$ cat src/hdl/sshq_pkg.sv
// ----------------------------------------------------------------------------
// sshq_pkg
// Types and constants of the segment surface height query unit.
// ----------------------------------------------------------------------------
`default_nettype none

package sshq_pkg;

  typedef enum logic [1:0] {
    OP_CLEAR  = 2'd0,
    OP_APPEND = 2'd1,
    OP_QUERY  = 2'd2,
    OP_NONE   = 2'd3
  } op_e;

  typedef enum logic [2:0] {
    ST_IDLE,
    ST_DECODE,
    ST_READ,
    ST_EVAL,
    ST_DIVLOAD,
    ST_DIV,
    ST_ACC,
    ST_RESP
  } state_e;

  // Restoring division: 40-bit dividend, one quotient bit per cycle
  localparam int unsigned DivSteps = 40;
  localparam int unsigned DivCntW  = 6;

  localparam int unsigned InDataW  = 96;
  localparam int unsigned OutDataW = 32;
  localparam int unsigned SurfW    = 24;

  typedef struct packed {
    logic take;     // latch the accepted item
    logic exec;     // perform clear/append, arm the scan
    logic rd;       // read the table entry at the scan index
    logic mul;      // form the slope product
    logic divload;  // load the divider
    logic divstep;  // one division step
    logic acc;      // fold the height into the best candidate
    logic next;     // advance the scan index
    logic load_out; // capture the result
  } cmd_t;

  typedef struct packed {
    op_e  op;
    logic empty;
    logic last;
    logic match;
    logic div_last;
  } sts_t;

endpackage

`default_nettype wire

$ cat src/hdl/sshq_ctrl.sv
// ----------------------------------------------------------------------------
// sshq_ctrl
// Sequencer of the segment surface height query unit: input and output
// handshakes and the per-segment scan.
// ----------------------------------------------------------------------------
`default_nettype none

module sshq_ctrl
  import sshq_pkg::*;
(
  input  wire logic clk_i,
  input  wire logic rst_ni,
  input  wire logic in_valid_i,
  output logic      in_ready_o,
  output logic      out_valid_o,
  input  wire logic out_ready_i,
  input  wire sts_t sts_i,
  output cmd_t      cmd_o
);

  state_e state_q, state_d;
  logic   out_valid_q, out_valid_d;

  always_ff @(posedge clk_i or negedge rst_ni) begin
    if (!rst_ni) begin
      state_q     <= ST_IDLE;
      out_valid_q <= 1'b0;
    end else begin
      state_q     <= state_d;
      out_valid_q <= out_valid_d;
    end
  end

  always_comb begin
    state_d     = state_q;
    out_valid_d = out_valid_q && !out_ready_i;
    cmd_o       = '0;
    in_ready_o  = 1'b0;
    unique case (state_q)
      ST_IDLE: begin
        in_ready_o = 1'b1;
        if (in_valid_i) begin
          cmd_o.take = 1'b1;
          state_d    = ST_DECODE;
        end
      end
      ST_DECODE: begin
        cmd_o.exec = 1'b1;
        state_d = (sts_i.op == OP_QUERY && !sts_i.empty) ? ST_READ : ST_RESP;
      end
      ST_READ: begin
        cmd_o.rd = 1'b1;
        state_d  = ST_EVAL;
      end
      ST_EVAL: begin
        cmd_o.mul = 1'b1;
        if (sts_i.match) begin
          state_d = ST_DIVLOAD;
        end else if (sts_i.last) begin
          state_d = ST_RESP;
        end else begin
          cmd_o.next = 1'b1;
          state_d    = ST_READ;
        end
      end
      ST_DIVLOAD: begin
        cmd_o.divload = 1'b1;
        state_d       = ST_DIV;
      end
      ST_DIV: begin
        cmd_o.divstep = 1'b1;
        if (sts_i.div_last) begin
          state_d = ST_ACC;
        end
      end
      ST_ACC: begin
        cmd_o.acc = 1'b1;
        if (sts_i.last) begin
          state_d = ST_RESP;
        end else begin
          cmd_o.next = 1'b1;
          state_d    = ST_READ;
        end
      end
      ST_RESP: begin
        // hold the result until the output register is free
        if (!out_valid_q || out_ready_i) begin
          cmd_o.load_out = 1'b1;
          out_valid_d    = 1'b1;
          state_d        = ST_IDLE;
        end
      end
      default: state_d = ST_IDLE;
    endcase
  end

  assign out_valid_o = out_valid_q;

endmodule

`default_nettype wire

$ cat config.mk
export PLATFORM = sky130hd
export DESIGN_NAME = sshq_ctrl
export DESIGN_NICKNAME = d
export VERILOG_FILES = /design/src/hdl/sshq_pkg.sv /design/src/hdl/sshq_ctrl.sv
export SDC_FILE = /design/constraint.sdc
export NUM_CORES = 1
export LEC_CHECK = 0
export ABC_AREA = 0
export BUFFER_PORTS_ARGS = -buffer_cell sky130_fd_sc_hd__clkbuf_2
export CAP_MARGIN = 20
export CELL_PAD_IN_SITES_DETAIL_PLACEMENT = 1
export CELL_PAD_IN_SITES_GLOBAL_PLACEMENT = 1
export CORE_MARGIN = 2
export CORE_UTILIZATION = 27
export DETAILED_ROUTE_END_ITERATION = 16
export GPL_ROUTABILITY_DRIVEN = 1
export PLACE_DENSITY = 0.8
export SYNTH_ARGS = -nofsm -noshare
export SYNTH_HDL_FRONTEND = slang
export SYNTH_SLANG_ARGS = --single-unit
$ cat constraint.sdc
create_clock -name clk_i -period 1.9 [get_ports clk_i]
set_clock_uncertainty 0.2 [all_clocks]
set_input_delay 0.285 -clock clk_i [delete_from_list [all_inputs] [get_ports clk_i]]
set_output_delay 0.285 -clock clk_i [all_outputs]
set_load 0.02 [all_outputs]
==> results.txt, run 1 <==
----------------------------------------------------
[Run status]
  Outcome ... finished clean

[Synthesis]
  Yosys top cell by area ... dfrtp_1
  Total of flip-flops plus latches after synthesis ... 4
  Cell variety after synth ... 22
  Syn Nets ... between 50 and 60
  Number of flops mapped to enable cells by yosys ... 0
  Portion of synthesized cell area occupied by the leading cell type ... 0.279
  Mapped Avg Cell Area ... 7.81 sq um
  Post-Synthesis Cells ... 46
  Post-synth top flop ... dfrtp_1
  Cells taking the most area after synthesis ... dfrtp_1 28%, nor2_1 9.4%, buf_6 6.3%
  Register area share after synthesis ... 0.279
  Commonest cells post-synth ... 9 x nor2_1, 4 x dfrtp_1, 4 x nor3_1
  Yosys synthesis warning count ... 0
  Post-synth design cell area ... around 360 sq um
  Post-synth ARST share ... 1.00
  Most frequently used cell type in the post-synthesis netlist ... nor2_1

[STA]
  Total count of max-transition violations in the final report ... 0
  Slew at the pin closest to its max-slew limit ... 320 ps
  Post-Route Hold Slack ... 161 ps
  Final Hold Violating Endpoints ... 0
  Highest attainable clock frequency ... around 540 MHz
  Slew headroom ... 0.785
  Min Tclk post-route ... 1850 ps
  Final worst-path cycle share ... 0.971
  Number of setup violations in the final report ... 0
  TNS Setup ... 0 ps
  Worst setup slack after layout ... ~54 ps

[Critical path]
  Critical Path Source Type ... register
  Crit. path cell count ... 5
  Slowest cell on crit path ... dfrtp_2
  Crit Path Max Fanout ... 6
  Category of cells accounting for the largest share of critical-path delay ... flip-flops
  Worst reg2reg path depth ... 5
  Type of destination of the critical path ... output port
  Cell-by-cell listing of the critical path ... buf_4 > nor3_2 > a31oi_1 > nor2_1 > clkbuf_2
  Data required time of the worst path ... between 1000 and 1500 ps
  Buffers & Inverters on Critical Path ... 2
  Crit path kind ... reg -> out
  Critical Path AT ... between 1000 and 1500 ps
  Max stage delay on crit path ... approximately 440 ps

[Final layout]
  Layout fillers ... 174
  Final instance area ... 587 sq um
  Fraction of the core area covered by cells at the end of the flow ... 0.463
  Fraction of layout instances using a drive strength above 1 ... 0.557
  Area delta synth->final ... 63.4%
  Diodes inserted ... 0
  Final-stage net count ... between 90 and 100
  Layout Cells excl Fill ... 94

[Floorplan]
  Initial core utilization ... 0.283
  Die extent in y ... about 40 um
  Number of ports placed on the die boundary ... 21
  Row count ... 13
  Width of the die ... between 40 and 50 um
  Core Area ... about 1300 sq um
  Overall die area ... between 1500 and 2000 sq um

[GRT]
  Vias in the first global route ... approximately 360
  Pin count of the biggest net entering global routing ... 14
  Remaining global-route overflow ... 0
  Global-route wire length before repair ... 1420 um
  Overall Global Routing Usage ... 0.126
  Number of antenna violations at the first check in global routing ... 0

[Place]
  Placed Instance Area ... around 480 sq um
  DPL Wire Length ... 743 um
  # placed instances ... 80
  IO Port Bufs ... 20
  Final weighted congestion in routability-driven placement ... 0.731
  Post-Place Worst Slack ... between 100 and 150 ps

[Pwr]
  Power consumption ... approximately 1.1 mW
  Power density relative to cell area ... 1870 nW/um^2
  Maximum ir drop on the vdd rail ... about 0.00066 V
  Leakage power total ... between 0.3 and 0.4 nW

[Route]
  Final routed wirelength across all metal layers ... ~1200 um
  Initial DRC count ... 1
  Number of nets still failing antenna checks after routing ... 0
  Total DRC errors in the routed layout ... 0
  Detailed-route via count ... around 450
  Drt wl/cell ... about 12 um
  Drt first pass iters ... 3
  Vias per inst ... 4.83

[Job]
  Number of maximum-capacitance violations ... 0

[Min path]
  Worst Hold Class ... in -> reg
  Worst hold path stage count ... 3

[CTS]
  CTS tree ... done
  Maximum buffer depth of the clock tree ... 2
  Inserted Clock Buffers ... 3
  Sink count of the clock tree ... 4
  Clock latency at the later pin of the worst-skew pair ... around 240 ps
  Clock root buffer master ... clkbuf_4
  Number of levels the H-tree was split into ... 1
  Clock slew seen by the registers of the worst setup and hold paths ... around 40 ps

----------------------------------------------------
[metal layers]
| layer | vias to the layer above | global-route usage | wire length [um] |
|---|---|---|---|
| met2 | 18 | 0.234 | 563 |
| met5 | - | 0 | 0 |
| met1 | 205 | 0.152 | 537 |
| met4 | 0 | 0.0500 | 16 |
| li1 | 229 | - | - |
| met3 | 2 | 0 | 52 |
[path summary, 6_finish.rpt]
kind                                     endpoint                   start  slack [ps]
setup reg to reg           state_q[2]$_DFFE_PN0P_  state_q[1]$_DFFE_PN0P_         160
min in group asynchronous  state_q[1]$_DFFE_PN0P_                  rst_ni         210
hold reg to reg             out_valid_o$_DFF_PN0_   out_valid_o$_DFF_PN0_         360
setup / recovery                         cmd_o[1]  state_q[0]$_DFFE_PN0P_          50
hold / removal             state_q[0]$_DFFE_PN0P_              in_valid_i         160
max in group asynchronous  state_q[2]$_DFFE_PN0P_                  rst_ni        1150
[cells by family (layout without fill, tap and decap cells)]
family / Yosys count / count (layout) / synth area share
AOI/OAI and AO/OA: 11 / 11 / 0.237
and+or+nand+nor: 24 / 24 / 0.334
DFF: 4 / 4 / 0.279
muxes: 1 / 1 / 0.0418
buffers and inverters: 6 / 39 / 0.108
[timing repair]
action / CTS / global route
setup buffers: 0 / 10
endpoints found under the setup margin: 1 / 1
pin swaps: 0 / 0
endpoints found under the hold margin: 4 / 0
cloned: 0 / 0
gates resized for setup: 3 / 0
hold buffers: 1 / 0
[report_power, final]
group	switching, mW	total, mW	internal [mW]
clock network	0.0342	0.105	0.0706
logic	0.416	0.792	0.376
registers	0.0621	0.201	0.139
total	0.513	1.10	0.585
[tightest hold or removal path, cell delays in order]
cell and delay [ps]:
clkbuf_2 100, nor4_2 50, a31oi_1 120
[placed cells by master, fill, tap and decap left out, types with 2 or more instances in the layout]
cell type	n
nand2_1	3
nor3_2	2
inv_1	3
nor2_1	9
a31oi_1	3
clkbuf_2	20
nor2b_1	2
a21o_1	2
nor3_1	2
buf_4	12
dfrtp_2	3
clkbuf_4	3
nand2b_1	2
[registers in the layout, summed over array words and instances, names as in the netlist]
register and flops:
state_q 3, out_valid_o 1
[layout make-up]
| class | instances | area, sq um | area share |
|---|---|---|---|
| multi-input cells | 36 | 230 | 0.392 |
| repair buffers | 33 | 200 | 0.341 |
| flip-flops and latches | 4 | 104 | 0.177 |
| clock buffers | 3 | 22.5 | 0.0384 |
| well taps | 15 | 18.8 | 0.0320 |
| inverters | 3 | 11.3 | 0.0192 |
(Power assumes the default switching activity.)
==> inputs of run 2 (changes only) <==
CELL_PAD_IN_SITES_GLOBAL_PLACEMENT = 2   (was 1)
CORE_ASPECT_RATIO = 1.1   (was unset)
CORE_UTILIZATION = 20   (was 27)
MAX_ROUTING_LAYER = met4   (was unset)
PLACE_DENSITY = 0.78   (was 0.8)
==> run 2 against run 1 <==
Worst setup slack gained 39 ps. Maximum frequency grew 2.2%. Count of clock-buffer cells in the layout is the same. Global-route usage shrank 1.4 points. Cell count shrank 3.2%. Largest cell class unchanged. Largest power group unchanged.
==> results.txt, run 2 (synthesis results as in run 1) <==
----------------------------------------------------
[Final layout]
  Layout Cells excl Fill ... 91
  Fraction of the core area covered by cells at the end of the flow ... 0.320
  Register cell area after layout ... 104 sq um
  Area delta synth->final ... 55.4%
  Final-stage net count ... 85
  Layout fillers ... 215
  Largest register by flop count ... state_q
  Most used cells in the layout excluding fill and tap cells ... 19 x clkbuf_2, 9 x nor2_1, 6 x buf_4
  Fraction of layout instances using a drive strength above 1 ... 0.534
  Final instance area ... roughly 560 sq um
  Number of flip-flops in the largest register ... 3
  Commonest non-fill, non-tap cell in the layout ... clkbuf_2
  Diodes inserted ... 0
  Area of the multi-input gates ... between 200 and 250 sq um

[STA]
  Final worst-path cycle share ... 0.951
  Final Hold Violating Endpoints ... 0
  TNS Setup ... 0 ps
  Total count of max-transition violations in the final report ... 0
  Setup repair after global routing missed its margin ... no
  Slew headroom ... 0.768
  Number of setup violations in the final report ... 0
  Slew at the pin closest to its max-slew limit ... ~350 ps
  Highest attainable clock frequency ... 553 MHz
  Post-Route Hold Slack ... about 140 ps
  Min Tclk post-route ... around 1800 ps

[Critical path]
  Data required time of the worst path ... 1410 ps
  Critical Path AT ... 1320 ps
  Crit path launch ... state_q[0]$_DFFE_PN0P_
  Crit Reg-Reg Startpoint ... state_q[2]$_DFFE_PN0P_
  Crit Path Max Fanout ... 9
  Type of destination of the critical path ... output port
  Crit path kind ... reg -> out
  Critical Path Source Type ... register
  R2r setup slk ... 180 ps

[GRT]
  Number of antenna violations at the first check in global routing ... 0
  Remaining global-route overflow ... 0
  Pin count of the biggest net entering global routing ... 12
  Overall Global Routing Usage ... 0.112
  Global-route wire length before repair ... about 1600 um
  Vias in the first global route ... 346

[Place]
  IO Port Bufs ... 20
  # placed instances ... 83
  DPL Wire Length ... around 820 um
  Placed Instance Area ... about 480 sq um
  Final weighted congestion in routability-driven placement ... approximately 0.73

[Floorplan]
  Number of ports placed on the die boundary ... 21
  Row count ... 16
  Width of the die ... 44.4 um
  Initial core utilization ... 0.206
  Die extent in y ... 48.4 um
  Overall die area ... ~2200 sq um
  Core Area ... 1740 sq um

[Pwr]
  Power density relative to cell area ... ~1900 nW/um^2
  Part of the power in combinational logic ... 0.691
  Fraction of power consumed by the clock network ... 0.107
  P_int ... between 0.5 and 0.6 mW
  Net Switching ... ~0.51 mW
  Leakage power total ... around 0.28 nW
  Maximum ir drop on the vdd rail ... 0.000557 V
  Sw Ratio ... 0.493
  Reg power frac ... 0.202

[Route]
  Initial DRC count ... 7
  Drt wl/cell ... roughly 12 um
  Detailed-route via count ... 433
  Final routed wirelength across all metal layers ... around 1100 um
  Vias per inst ... about 4.8
  Total DRC errors in the routed layout ... 0
  Number of nets still failing antenna checks after routing ... 0
  Drt first pass iters ... 3

[CTS]
  Clock latency at the later pin of the worst-skew pair ... approximately 240 ps
  Clock slew seen by the registers of the worst setup and hold paths ... 40 ps
  Inserted Clock Buffers ... 3
  Maximum buffer depth of the clock tree ... 2
  Sink count of the clock tree ... 4
  Clock root buffer master ... clkbuf_4
  CTS tree ... done
  Number of levels the H-tree was split into ... 1

[Min path]
  Hold path startpoint ... out_ready_i
  Worst Hold Class ... in -> reg

[Run status]
  Outcome ... finished clean

[Job]
  Number of maximum-capacitance violations ... 0

----------------------------------------------------
## run 2: changes by cell type in the layout (fill, tap and decap cells not counted), sizes merged
| cell | previous run | this run |
|---|---|---|
| buf | 12 | 7 |
| clkbuf | 23 | 22 |
## run 2: per-stage QoR
step           power [mW]  setup slack (ps)
6_report             1.03              93.2
5_1_grt              1.11              8.97
4_1_cts             0.947              6.93
3_5_place_dp        0.819               181
2_1_floorplan       0.677              65.7
3_3_place_gp        0.811               190
## run 2: worst paths after layout
kind                                          end  cells past startpoint
max in group asynchronous  state_q[0]$_DFFE_PN0P_                      2
hold reg to reg             out_valid_o$_DFF_PN0_                      2
setup reg to reg           state_q[2]$_DFFE_PN0P_                      5
setup / recovery                         cmd_o[1]                      5
hold / removal              out_valid_o$_DFF_PN0_                      3
min in group asynchronous  state_q[2]$_DFFE_PN0P_                      2
## run 2: cell type report
cell class | instances | share of cell area
repair buffers | 27 | 0.289
inverters | 3 | 0.0202
clock buffers | 3 | 0.0404
multi-input cells | 36 | 0.424
well taps | 18 | 0.0404
flip-flops and latches | 4 | 0.186
## run 2: metal layers
metal	up-vias	global-route usage	part of all wire
met2	12	0.142	0.46
li1	216	-	-
met5	-	-	0
met1	200	0.127	0.46
met3	5	0.0560	0.053
met4	0	0.0909	0.033
## run 2: critical path, cell delays in order (launching register included)
cell and delay (ps):
dfrtp_2 450, buf_6 160, nor3_4 160, a31oi_1 60
nor2_1 90, buf_4 140
## run 2: power groups by stage
| stage | logic [mW] | clock network (mW) | registers, mW |
|---|---|---|---|
| global placement | 0.591 | 0 | 0.219 |
| global route | 0.778 | 0.122 | 0.214 |
| CTS | 0.602 | 0.117 | 0.228 |
| detailed placement | 0.597 | 0 | 0.221 |
| finish | 0.715 | 0.110 | 0.209 |
| floorplan | 0.490 | 0 | 0.187 |
## run 2: repair_timing
item,in CTS,in global routing
setup endpoints to repair,1,2
gates resized for setup,2,6
hold buffers,1,0
hold endpoints to repair,4,0
buffers inserted,0,4
